$ cat config.mk
export PLATFORM = sky130hd
export DESIGN_NAME = depth_first_search_walk_unit
export DESIGN_NICKNAME = d
export VERILOG_FILES = /design/src/hw/rtl/dfsw_pkg.sv /design/src/hw/rtl/dfsw_ram.sv /design/src/hw/rtl/depth_first_search_walk_unit.sv
export SDC_FILE = /design/constraint.sdc
export NUM_CORES = 2
export LEC_CHECK = 0
export BUFFER_PORTS_ARGS = -buffer_cell sky130_fd_sc_hd__buf_2
export CAP_MARGIN = 40
export CORE_MARGIN = 2
export CORE_UTILIZATION = 46
export DETAILED_ROUTE_END_ITERATION = 7
export PLACE_DENSITY = 0.6
export RECOVER_POWER = 25
export SLEW_MARGIN = 20
export SYNTH_ARGS = -nofsm -noshare
export SYNTH_HDL_FRONTEND = slang
export SYNTH_SLANG_ARGS = --single-unit
$ cat constraint.sdc
create_clock -name clk_i -period 6.85 [get_ports clk_i]
set_input_delay 0.3425 -clock clk_i [delete_from_list [all_inputs] [get_ports clk_i]]
set_output_delay 0.3425 -clock clk_i [all_outputs]
set_load 0.01 [all_outputs]
$ cat src/hw/rtl/dfsw_pkg.sv
`timescale 1ns / 1ps
// shared types and constants for the depth-first search walk unit
// no dependencies

package dfsw_pkg;

  localparam int MaxVertices = 16;
  localparam int MaxDegree   = 16;

  localparam int VtxW  = $clog2(MaxVertices);         // vertex index
  localparam int CntW  = 5;                           // vertex_count register
  localparam int PosW  = $clog2(MaxDegree);           // list position index
  localparam int DegW  = $clog2(MaxDegree + 1);       // degree count
  localparam int SpW   = $clog2(MaxVertices + 1);     // stack depth
  localparam int TimeW = 6;                           // time stamps
  localparam int ParW  = 5;                           // parent, root code included
  localparam int AdjAw = VtxW + PosW;
  localparam int AdjDepth = MaxVertices * MaxDegree;

  localparam logic [CntW-1:0] CountReset = CntW'(MaxVertices);

  typedef enum logic [1:0] {
    OP_ADD   = 2'd0,
    OP_RUN   = 2'd1,
    OP_CLEAR = 2'd2
  } op_e;

  typedef enum logic [1:0] {
    KIND_ACCEPTED = 2'd0,
    KIND_DROPPED  = 2'd1,
    KIND_FINISHED = 2'd2,
    KIND_CLEARED  = 2'd3
  } kind_e;

  typedef enum logic [1:0] {
    ST_IDLE,
    ST_ROOT,
    ST_TOP,
    ST_EDGE
  } state_e;

  typedef struct packed {
    logic [1:0] operation;
    logic [3:0] from_vertex;
    logic [3:0] to_vertex;
  } in_item_t;

  typedef struct packed {
    logic [1:0] kind;
    logic [3:0] vertex;
    logic [5:0] discovery_time;
    logic [5:0] finish_time;
    logic [4:0] parent_vertex;
    logic       tree_end;
    logic       last;
  } out_item_t;

endpackage

$ cat src/hw/rtl/dfsw_ram.sv
`timescale 1ns / 1ps
// generic single-port-write, single-port-read ram with registered read
// no dependencies

module dfsw_ram #(
  parameter int Width = 4,
  parameter int Depth = 256
) (
  input  logic                     clk_i,
  input  logic                     we_i,
  input  logic [$clog2(Depth)-1:0] waddr_i,
  input  logic [Width-1:0]         wdata_i,
  input  logic                     re_i,
  input  logic [$clog2(Depth)-1:0] raddr_i,
  output logic [Width-1:0]         rdata_o
);

  logic [Width-1:0] mem_q [Depth];
  logic [Width-1:0] rdata_q;

  always_ff @(posedge clk_i) begin
    if (we_i) begin
      mem_q[waddr_i] <= wdata_i;
    end
    if (re_i) begin
      rdata_q <= mem_q[raddr_i];
    end
  end

  assign rdata_o = rdata_q;

endmodule

$ cat src/hw/rtl/depth_first_search_walk_unit.sv
`timescale 1ns / 1ps
// depth-first search walk over adjacency lists, top level
// depends on dfsw_pkg and dfsw_ram
//
// add edge and clear: result beat registered in the cycle after the input beat, one
// item per cycle while the output is not stalled; run: after the accepting step, each
// tree root started or visited root skipped takes a root step, each stored edge looked
// at a top step fetching from the single adjacency ram read port and then an edge step,
// each vertex finish a top step that waits on result stalls; no new item during a run
// reset: degree counts, visit marks, stack depth, time and vertex_count (16) restored
// at once; the adjacency store keeps no reset and needs no clearing pass

module depth_first_search_walk_unit (
  input  logic                clk_i,
  input  logic                rst_ni,
  input  logic                in_valid_i,
  output logic                in_stall_o,
  input  dfsw_pkg::in_item_t  in_data_i,
  output logic                out_valid_o,
  input  logic                out_stall_i,
  output dfsw_pkg::out_item_t out_data_o,
  input  logic                cfg_valid_i,
  output logic                cfg_ready_o,
  input  logic [4:0]          cfg_data_i
);

  localparam int NV   = dfsw_pkg::MaxVertices;
  localparam int VtxW = dfsw_pkg::VtxW;
  localparam int CntW = dfsw_pkg::CntW;
  localparam int PosW = dfsw_pkg::PosW;
  localparam int DegW = dfsw_pkg::DegW;
  localparam int SpW  = dfsw_pkg::SpW;
  localparam int TimeW = dfsw_pkg::TimeW;
  localparam int ParW = dfsw_pkg::ParW;
  localparam int AdjAw = dfsw_pkg::AdjAw;

  dfsw_pkg::state_e state_q, state_d;

  logic [CntW-1:0]  count_q;
  logic [DegW-1:0]  deg_q [NV];
  logic [NV-1:0]    vis_q;
  logic [SpW-1:0]   sp_q;
  logic [TimeW-1:0] time_q;
  logic [VtxW-1:0]  root_q;
  logic [CntW-1:0]  fin_q;
  logic             out_valid_q;
  dfsw_pkg::out_item_t out_data_q;
  dfsw_pkg::out_item_t out_data_d;

  logic [VtxW-1:0]  stk_v_q [NV];
  logic [DegW-1:0]  stk_p_q [NV];
  logic [TimeW-1:0] disc_q [NV];
  logic [ParW-1:0]  par_q [NV];

  logic [CntW-1:0]  n_eff;
  logic             out_free;
  logic             in_acc;
  logic             edge_ok;
  logic [VtxW-1:0]  top_idx;
  logic [VtxW-1:0]  top_v;
  logic [DegW-1:0]  top_p;
  logic             has_edge;
  logic [VtxW-1:0]  edge_w;
  logic             can_push;
  logic             is_last;
  logic [TimeW-1:0] time_inc;

  // sequencer strobes
  logic add_go, clr_go, run_go, root_go, root_skip, fetch, pop, push;

  // vertex_count of 0 acts as 1, above the maximum acts as the maximum
  always_comb begin
    if (count_q == '0) begin
      n_eff = CntW'(1);
    end else if (count_q > CntW'(NV)) begin
      n_eff = CntW'(NV);
    end else begin
      n_eff = count_q;
    end
  end

  assign out_free    = !out_valid_q || !out_stall_i;
  assign in_stall_o  = !((state_q == dfsw_pkg::ST_IDLE) && out_free);
  assign in_acc      = in_valid_i && !in_stall_o;
  assign cfg_ready_o = 1'b1;

  assign edge_ok = ({1'b0, in_data_i.from_vertex} < n_eff)
                && ({1'b0, in_data_i.to_vertex} < n_eff)
                && (deg_q[in_data_i.from_vertex] < DegW'(dfsw_pkg::MaxDegree));

  assign top_idx  = sp_q[VtxW-1:0] - 1'b1;
  assign top_v    = stk_v_q[top_idx];
  assign top_p    = stk_p_q[top_idx];
  assign has_edge = top_p < deg_q[top_v];
  assign can_push = ({1'b0, edge_w} < n_eff) && !vis_q[edge_w] && (sp_q < SpW'(NV));
  assign is_last  = fin_q == (n_eff - 1'b1);
  assign time_inc = time_q + 1'b1;

  dfsw_ram #(
    .Width (VtxW),
    .Depth (dfsw_pkg::AdjDepth)
  ) u_adj_ram (
    .clk_i   (clk_i),
    .we_i    (add_go && edge_ok),
    .waddr_i ({in_data_i.from_vertex, deg_q[in_data_i.from_vertex][PosW-1:0]}),
    .wdata_i (in_data_i.to_vertex),
    .re_i    (fetch),
    .raddr_i (AdjAw'({top_v, top_p[PosW-1:0]})),
    .rdata_o (edge_w)
  );

  always_ff @(posedge clk_i or negedge rst_ni) begin
    if (!rst_ni) begin
      state_q <= dfsw_pkg::ST_IDLE;
    end else begin
      state_q <= state_d;
    end
  end

  always_comb begin
    state_d   = state_q;
    add_go    = 1'b0;
    clr_go    = 1'b0;
    run_go    = 1'b0;
    root_go   = 1'b0;
    root_skip = 1'b0;
    fetch     = 1'b0;
    pop       = 1'b0;
    push      = 1'b0;
    case (state_q)
      dfsw_pkg::ST_IDLE: begin
        if (in_acc) begin
          case (in_data_i.operation)
            dfsw_pkg::OP_ADD:   add_go = 1'b1;
            dfsw_pkg::OP_CLEAR: clr_go = 1'b1;
            dfsw_pkg::OP_RUN: begin
              run_go  = 1'b1;
              state_d = dfsw_pkg::ST_ROOT;
            end
            default: ;
          endcase
        end
      end
      dfsw_pkg::ST_ROOT: begin
        if (!vis_q[root_q]) begin
          root_go = 1'b1;
          state_d = dfsw_pkg::ST_TOP;
        end else begin
          root_skip = 1'b1;
        end
      end
      dfsw_pkg::ST_TOP: begin
        if (has_edge) begin
          fetch   = 1'b1;
          state_d = dfsw_pkg::ST_EDGE;
        end else if (out_free) begin
          pop = 1'b1;
          if (is_last) begin
            state_d = dfsw_pkg::ST_IDLE;
          end else if (sp_q == SpW'(1)) begin
            state_d = dfsw_pkg::ST_ROOT;
          end
        end
      end
      dfsw_pkg::ST_EDGE: begin
        push    = can_push;
        state_d = dfsw_pkg::ST_TOP;
      end
      default: state_d = dfsw_pkg::ST_IDLE;
    endcase
  end

  // next result beat: a finished vertex, or the single beat of an add or clear
  always_comb begin
    out_data_d      = '0;
    out_data_d.last = 1'b1;
    if (pop) begin
      out_data_d.kind           = dfsw_pkg::KIND_FINISHED;
      out_data_d.vertex         = top_v;
      out_data_d.discovery_time = disc_q[top_v];
      out_data_d.finish_time    = time_inc;
      out_data_d.parent_vertex  = par_q[top_v];
      out_data_d.tree_end       = sp_q == SpW'(1);
      out_data_d.last           = is_last;
    end else if (clr_go) begin
      out_data_d.kind = dfsw_pkg::KIND_CLEARED;
    end else if (edge_ok) begin
      out_data_d.kind = dfsw_pkg::KIND_ACCEPTED;
    end else begin
      out_data_d.kind = dfsw_pkg::KIND_DROPPED;
    end
  end

  // control state
  always_ff @(posedge clk_i or negedge rst_ni) begin
    if (!rst_ni) begin
      count_q     <= dfsw_pkg::CountReset;
      vis_q       <= '0;
      sp_q        <= '0;
      time_q      <= '0;
      root_q      <= '0;
      fin_q       <= '0;
      out_valid_q <= 1'b0;
      for (int i = 0; i < NV; i++) begin
        deg_q[i] <= '0;
      end
    end else begin
      if (cfg_valid_i && cfg_ready_o) begin
        count_q <= cfg_data_i;
      end
      if (add_go || clr_go || pop) begin
        out_valid_q <= 1'b1;
      end else if (out_valid_q && !out_stall_i) begin
        out_valid_q <= 1'b0;
      end
      if (add_go && edge_ok) begin
        deg_q[in_data_i.from_vertex] <= deg_q[in_data_i.from_vertex] + 1'b1;
      end
      if (clr_go) begin
        for (int i = 0; i < NV; i++) begin
          deg_q[i] <= '0;
        end
      end
      if (run_go) begin
        vis_q  <= '0;
        sp_q   <= '0;
        time_q <= '0;
        root_q <= '0;
        fin_q  <= '0;
      end
      if (root_skip) begin
        root_q <= root_q + 1'b1;
      end
      if (root_go) begin
        vis_q[root_q] <= 1'b1;
        time_q        <= time_inc;
        sp_q          <= SpW'(1);
      end
      if (push) begin
        vis_q[edge_w] <= 1'b1;
        time_q        <= time_inc;
        sp_q          <= sp_q + 1'b1;
      end
      if (pop) begin
        sp_q   <= sp_q - 1'b1;
        time_q <= time_inc;
        fin_q  <= fin_q + 1'b1;
        // tree closed, next root scan resumes after this one
        if (sp_q == SpW'(1)) begin
          root_q <= root_q + 1'b1;
        end
      end
    end
  end

  // stack, stores and result payload
  always_ff @(posedge clk_i) begin
    if (root_go) begin
      disc_q[root_q]  <= time_inc;
      par_q[root_q]   <= ParW'(NV);
      stk_v_q[0]      <= root_q;
      stk_p_q[0]      <= '0;
    end
    if (fetch) begin
      stk_p_q[top_idx] <= top_p + 1'b1;
    end
    if (push) begin
      disc_q[edge_w]           <= time_inc;
      par_q[edge_w]            <= ParW'(top_v);
      stk_v_q[sp_q[VtxW-1:0]]  <= edge_w;
      stk_p_q[sp_q[VtxW-1:0]]  <= '0;
    end
    if (add_go || clr_go || pop) begin
      out_data_q <= out_data_d;
    end
  end

  assign out_valid_o = out_valid_q;
  assign out_data_o  = out_data_q;

`ifndef NO_ASSERTIONS
  a_top_has_entry : assert property (@(posedge clk_i) disable iff (!rst_ni)
    state_q == dfsw_pkg::ST_TOP |-> sp_q != '0)
    else $error("stack empty while walking");

  a_stack_bound : assert property (@(posedge clk_i) disable iff (!rst_ni)
    sp_q <= SpW'(NV))
    else $error("stack depth beyond vertex count");

  a_time_bound : assert property (@(posedge clk_i) disable iff (!rst_ni)
    time_q <= TimeW'(2 * NV))
    else $error("time counter beyond two stamps per vertex");

  a_edge_then_top : assert property (@(posedge clk_i) disable iff (!rst_ni)
    state_q == dfsw_pkg::ST_EDGE |=> state_q == dfsw_pkg::ST_TOP)
    else $error("edge step not followed by stack top step");

  a_root_parent : assert property (@(posedge clk_i) disable iff (!rst_ni)
    out_valid_o && out_data_o.kind == dfsw_pkg::KIND_FINISHED && out_data_o.tree_end
    |-> out_data_o.parent_vertex == ParW'(NV))
    else $error("tree end beat without root parent code");
`endif

endmodule
-- After elaboration in Yosys (flattened, before gate mapping)
Memory sizes are Yosys's and may differ from the RTL's. A register that Yosys moved wholly into a read port is not among the register bits.
Cells that the tools add are included.
- $add $sub $neg: 9
- $lt $le $gt $ge: 14
- eq/ne operators: 12
- muxes and demuxes: 91
- bitwise logic cells: 4
- reductions and logical operators: 34
- operator list (operator ; count):
    80-bit 2-to-1 mux ; 2
    80-bit bitwise mux ; 1
    5-bit 2-to-1 mux ; 15
    16-bit 2-to-1 mux ; 3
    5-bit binary-select mux with 4-bit select ; 2
    1-bit 2-to-1 mux ; 40
    4-bit 2-to-1 mux ; 10
    16-bit bitwise OR ; 2
    6-bit 2-to-1 mux ; 5
    5-bit by 1-bit adder with 5-bit output, second input constant ; 4
    5-bit demux with 4-bit select ; 1
    4-bit by 5-bit less-than comparator with 1-bit output ; 3
    5-bit OR reduction ; 3
    2-bit 2-to-1 mux ; 7
    1-bit logical AND ; 11
    5-bit >= comparator, second input constant ; 2
    4-bit by 5-bit less-than comparator with 1-bit output, second input constant ; 2
    5-bit less-than comparator, second input constant ; 2
    4-bit inverter with 5-bit output ; 2
    5-bit by 1-bit subtractor with 5-bit output, second input constant ; 2
    1-bit binary-select mux with 4-bit select ; 2
    1-bit demux with 4-bit select ; 2
    4-bit by 1-bit >= comparator with 1-bit output, second input constant ; 2
    2-bit case mux with 4 select lines ; 1
    24 further kinds ; 38
- flip-flop bits (word level): 138
- memory bits (writable): 1344
- bits of input ports: 20
- output and inout bits: 28
- word-level logic and storage cells: 199
- memories: 5
- memories (name ; depth ; bits a word ; read ports ; clocked after Yosys merged registers in ; wr ports ; RTL line ; source):
    u_adj_ram.mem_q ; 256 ; 4 ; 1 ; 1 ; 1 ; dfsw_ram.sv:18 ; logic [Width-1:0] mem_q [Depth];
    disc_q ; 16 ; 6 ; 1 ; 1 ; 1 ; depth_first_search_walk_unit.sv:52 ; logic [TimeW-1:0] disc_q [NV];
    par_q ; 16 ; 5 ; 1 ; 1 ; 1 ; depth_first_search_walk_unit.sv:53 ; logic [ParW-1:0] par_q [NV];
    stk_p_q ; 16 ; 5 ; 1 ; 0 ; 1 ; depth_first_search_walk_unit.sv:51 ; logic [DegW-1:0] stk_p_q [NV];
    stk_v_q ; 16 ; 4 ; 1 ; 0 ; 1 ; depth_first_search_walk_unit.sv:50 ; logic [VtxW-1:0] stk_v_q [NV];

-- Logic depth before layout (Yosys ltp)
An unclocked memory read counts as a cell.
- depth after elaboration: 14
- depth in mapped cells: 30
- mapped depth without buffers: 20

-- Hierarchy
From an unflattened synthesis, not the netlist that was laid out.
- cell total of the unflattened synthesis: 3722
- area, all modules: 62115.8 µm²
- modules (own cells, without submodules) (module ; times used ; cells each ; area an instance (µm²) ; seq. area each (µm²)):
    dfsw_ram ; 1 ; 2051 ; 40715.3 ; 30869.6
    depth_first_search_walk_unit ; 1 ; 1671 ; 21400.5 ; 13464.2

-- Worst setup path after synthesis
Ideal clock, no wire load.
- path type: register to register
- from: register sp_q[0]
- to: register out_data_q, in the netlist out_data_o[0], enable pin
- setup time: 578 ps
- arrival time: 5928 ps
- path slack: 344 ps
- stages on the path, launching flop included: 27
- clock period less this slack: 6506 ps
- cells stage by stage: dfrtp_1 -> buf_6 -> buf_6 -> buf_6 -> inv_1 -> buf_2 -> ha_1 -> buf_4 -> buf_2 -> mux4_2 -> mux2i_1 -> mux2i_1 -> buf_2 -> clkbuf_1 -> clkbuf_1 -> nand2_1 -> a311oi_1 -> a21oi_1 -> a21o_1 -> ha_1 -> a21o_1 -> a21oi_1 -> nand4_1 -> a221oi_1 -> a22oi_2 -> nand3_2 -> o21ai_0
- cells in the longest elaborated chain, start to end: 10
- ends and longest elaborated chain (item ; RTL line ; source):
    start: declaration ; depth_first_search_walk_unit.sv:42 ; logic [SpW-1:0] sp_q;
    start signal: assignment ; depth_first_search_walk_unit.sv:237 ; sp_q <= SpW'(1);
    start signal: assignment ; depth_first_search_walk_unit.sv:242 ; sp_q <= sp_q + 1'b1;
    start signal: assignment ; depth_first_search_walk_unit.sv:245 ; sp_q <= sp_q - 1'b1;
    4-bit by 1-bit subtractor with 4-bit output * ; depth_first_search_walk_unit.sv:91 ; assign top_idx = sp_q[VtxW-1:0] - 1'b1;
    memory 16 x 4 bit ; n/a ;
    4-bit inverter with 5-bit output (not written as such) ; depth_first_search_walk_unit.sv:94 ; assign has_edge = top_p < deg_q[top_v];
    5-bit binary-select mux with 4-bit select ; depth_first_search_walk_unit.sv:94 ;
    5-bit 2-to-1 mux (not written as such) (2 in series) ; depth_first_search_walk_unit.sv:94 ;
    5-bit less-than comparator * ; depth_first_search_walk_unit.sv:94 ;
    1-bit 2-to-1 mux * ; depth_first_search_walk_unit.sv:153 ; if (has_edge) begin
    1-bit 2-to-1 mux * ; depth_first_search_walk_unit.sv:130 ; case (state_q)
    1-bit logical OR * ; depth_first_search_walk_unit.sv:273 ; if (add_go || clr_go || pop) begin
    end signal: assignment ; depth_first_search_walk_unit.sv:274 ; out_data_q <= out_data_d;
    end: declaration ; depth_first_search_walk_unit.sv:47 ; dfsw_pkg::out_item_t out_data_q;
Mark *: on every way between the ends. The rest lies on a longest branch, timed or not. The select of a mux whose other input is x is not followed.
A chain may end at the register's enable or synchronous reset.

-- Worst setup path after layout
- from: register sp_q[1]
- to: memory stk_p_q[4][2] (netlist bit), enable pin
- cells in the longest elaborated chain, start to end: 14
- ends and longest elaborated chain (item ; RTL line ; source):
    4-bit by 1-bit subtractor with 4-bit output ; depth_first_search_walk_unit.sv:91 ;
    memory 16 x 4 bit ; n/a ;
    4-bit inverter with 5-bit output (not written as such) ; depth_first_search_walk_unit.sv:94 ;
    5-bit binary-select mux with 4-bit select ; depth_first_search_walk_unit.sv:94 ;
    5-bit 2-to-1 mux (not written as such) (2 in series) ; depth_first_search_walk_unit.sv:94 ;
    5-bit less-than comparator ; depth_first_search_walk_unit.sv:94 ;
    1-bit 2-to-1 mux ; depth_first_search_walk_unit.sv:153 ;
    1-bit 2-to-1 mux ; depth_first_search_walk_unit.sv:130 ;
    1-bit 2-to-1 mux ; depth_first_search_walk_unit.sv:264 ; if (fetch) begin
    1-bit 2-to-1 mux (not written as such) ; depth_first_search_walk_unit.sv:265 ; stk_p_q[top_idx] <= top_p + 1'b1;
    5-bit OR reduction (no line) ; n/a ;
    4-bit 2-to-1 mux (no line) or 1-bit 2-to-1 mux (tied branches) (2 in series) ; n/a ;
    end: declaration ; depth_first_search_walk_unit.sv:51 ;
Parallel ways exist; a longest one is shown, timed or not. The select of a mux whose other input is x is not followed.

==> impl_metrics.py <==
metrics = {
    "clock_tree": {
        "cts_setup_buffers": 0,
        "clockBufferDepth": 3,
        "ctsResizeCount": 0,
        "cts_buffers": 156,
        "postCtsHoldBufs": 13,
        "clock_latency_ns": 0.80,
        "cts_tree": "built",
        "path_clk_slew_ns": 0.06,
        "cts_max_level": 4,
        "cts_sinks": 1497,
        "clockRootBuffer": "clkbuf_16",
    },
    "grt": {
        "overflow": 0,
        "grt.total_usage_pct": 24.9,
        "grt_max_degree": 157,
        "grt_pass1_wl_mm": 263,
        "first_global_vias": 39500,
        "antenna_found_initial": 5,
    },
    "finish": {
        "nets": 4927,
        "area_growth_pct": 12.2,
        "drive_above_1_share_pct": 10.5,
    },
    "synthesis": {
        "syn_area_per_cell_um2": 13.1,
        "netlist_area_um2": 63500,
        "ys_seq_area_share_pct": 69.8,
        "yosys_most_used_dff": "edfxtp_1",
        "yosysMostFrequentCell": "edfxtp_1",
        "syn_inst": 4839,
        "syn_nets": 4887,
        "ys_ff_latch": 1497,
        "yosysUniqueCellTypes": 77,
        "synth_common_cells": "edfxtp_1, nand2_1, nor2_1",
        "synth_area_leader_cell": "edfxtp_1",
        "synth_edf_count": 1373,
        "ys_async_sr_fraction_pct": 8.28,
        "yosys-top-cells-area": "edfxtp_1, nand2_1, dfrtp_1",
        "synth_warnings": 0,
        "yosysTopAreaCellShare_pct": 64.9,
    },
    "placement": {
        "place_congestion": 0.906,
        "place_hpwl_mm": 109,
        "io_buffers": 46,
    },
    "sta": {
        "fin_skew_ns": 0.0479,
        "rsz0062_at_grt": "no",
        "fmax_mhz": 155,
        "fin_crit_sh_pct": 94.3,
        "slew_violations": 716,
        "tightest_slew_ns": 4.27,
        "setup-violations-final": 0,
        "min_period_ns": 6.46,
        "hold_viol_final": 0,
        "finalSetupTns_ns": 0,
        "max_slew_margin_pct": -184,
    },
    "die": {
        "core-area_um2": 137000,
        "fp.dieW_um": 376,
        "die_area_um2": 141000,
        "start_util_pct": 46.3,
        "io_pins": 48,
        "die_y_um": 376,
        "num_rows": 136,
    },
    "worst_setup_path": {
        "crit_path_start_kind": "flip-flop",
        "cp-end-kind": "flip-flop",
        "r2r_cells": 21,
        "slowest_stage": "xnor2_4",
        "path_class": "reg -> reg",
        "timing.critical_path.mode_cell": "a21o_1",
        "path_cells": "inv_1 > ha_2 > xnor2_4 > mux2i_1 > mux2i_4 > buf_4 > nand2_1 > and3_1 > a311oi_1 > a21oi_1 > a21o_1 > ha_1 > a21o_1 > a21oi_1 > nand4_1 > a221oi_1 > a22oi_2 > a21o_1 > inv_1 > a221oi_1 > nor2_1",
        "crit_family": "compound AO/OA/AOI/OAI gates",
        "critPathMaxStageDelay_ns": 0.65,
        "cp_max_fo": 26,
        "crit_required_ns": 7.28,
        "timing.critical_path.buf_inv": 3,
        "path_depth": 21,
        "arrival_ns": 6.89,
    },
    "drt": {
        "wl_per_cell_um": 26.1,
        "drc": 0,
        "routed_wl_mm": 177,
        "vias": 40600,
        "initialDrtViolationCount": 4836,
        "postRouteAntennaNets": 0,
        "vias_per_cell": 5.97,
        "drtPass1Iterations": 6,
    },
    "min_path": {
        "whs_path_depth": 4,
        "hp-class": "in -> reg",
    },
    "status": {
        "outcome": "finished with violations",
        "violations": "capacitance limit, slew limit",
    },
    "flow_run": {
        "cap_violations": 13,
    },
}
path summary, 6_finish.rpt:
path / start / endpoint / slack [ns]
max reg2reg: sp_q[1] / stk_p_q[4][2] / 0.39
max in group asynchronous: rst_ni / sp_q[0] / 2.48
min in group asynchronous: rst_ni / time_q[5] / 1.64
min reg2reg: deg_q[44] / deg_q[44] / 0.52
min: in_data_i[6] / deg_q[30] / 0.09
max: sp_q[1] / stk_p_q[4][2] / 0.39
cell type report:
class	instances	area (um^2)
Clock inverter	88	1070
Multi-Input combinational cell	2979	17600
Sequential cell	1497	44300
Clock buffer	197	4120
Antenna cell	1	2.50
Timing Repair Buffer	213	1730
Inverter	32	143
Fill cell	11500	66000
Tap cell	1794	2240
metal layers:
metal	up-vias	share of wire [%]	GRT usage, %	wire length, um
met5	-	0	0	0
met4	0	3.2	8.41	5600
met3	298	7.4	3.88	13100
met2	1755	48	40.0	84500
met1	20500	42	34.7	74000
li1	18100	-	-	-
worst reg2reg max path, delay by kind of cell, from the launching register on:
| family | cells | cell delay, ns |
|---|---|---|
| xor gates and xnor gates | 1 | 0.65 |
| adders and majority gates | 2 | 0.48 |
| AOI/OAI and AO/OA | 9 | 2.02 |
| buffers and inverters | 3 | 0.97 |
| muxes | 2 | 0.79 |
| DFF | 1 | 0.35 |
| and+or+nand+nor | 4 | 0.85 |
state kept, by name, summed over array words and instances (netlist names):
register and cells:
out_valid_o 1, u_adj_ram.mem_q 1024, root_q 4, disc_q 96
par_q 80, fin_q 5, out_data_o 25, stk_v_q 64
u_adj_ram.rdata_o 4, vis_q 16, stk_p_q 80, deg_q 80
time_q 6, sp_q 5, state_q 2, count_q 5
cell families after synthesis:
logic type | share of synthesized area (%)
and+or+nand+nor | 13.0
DFF | 69.8
AOI/OAI and AO/OA | 6.18
muxes | 7.57
buffers and inverters | 2.64
adders and majority gates | 0.551
xor gates and xnor gates | 0.278
other | 0.00590
through the flow:
stage / hold WS [ns] / utilization [%] / cells / area, um^2 / worst slack [ns]
2_1_floorplan: 0.0469 / - / 4839 / 63500 / 0.344
6_report: 0.0903 / 51.9 / 6801 / 71300 / 0.389
4_1_cts: 0.0276 / 51.9 / 6793 / 71300 / 0.428
3_5_place_dp: 0.414 / 48.0 / 6495 / 65900 / 0.462
3_3_place_gp: 0.417 / 47.9 / 6483 / 65800 / 0.674
5_1_grt: 0.0815 / 51.9 / 6800 / 71300 / 0.00242
cell usage in the layout (no fill, tap or decap), types with 121 or more instances in the layout:
cell type	count
a21oi_1	123
mux2i_1	299
clkbuf_16	158
dfrtp_1	122
o21ai_0	123
nand3_1	290
nor2_1	367
buf_4	121
nand2_1	1069
edfxtp_1	1373
Power is not shown: default switching activity piles up to over one toggle a cycle in this logic, so the estimate is an artifact.
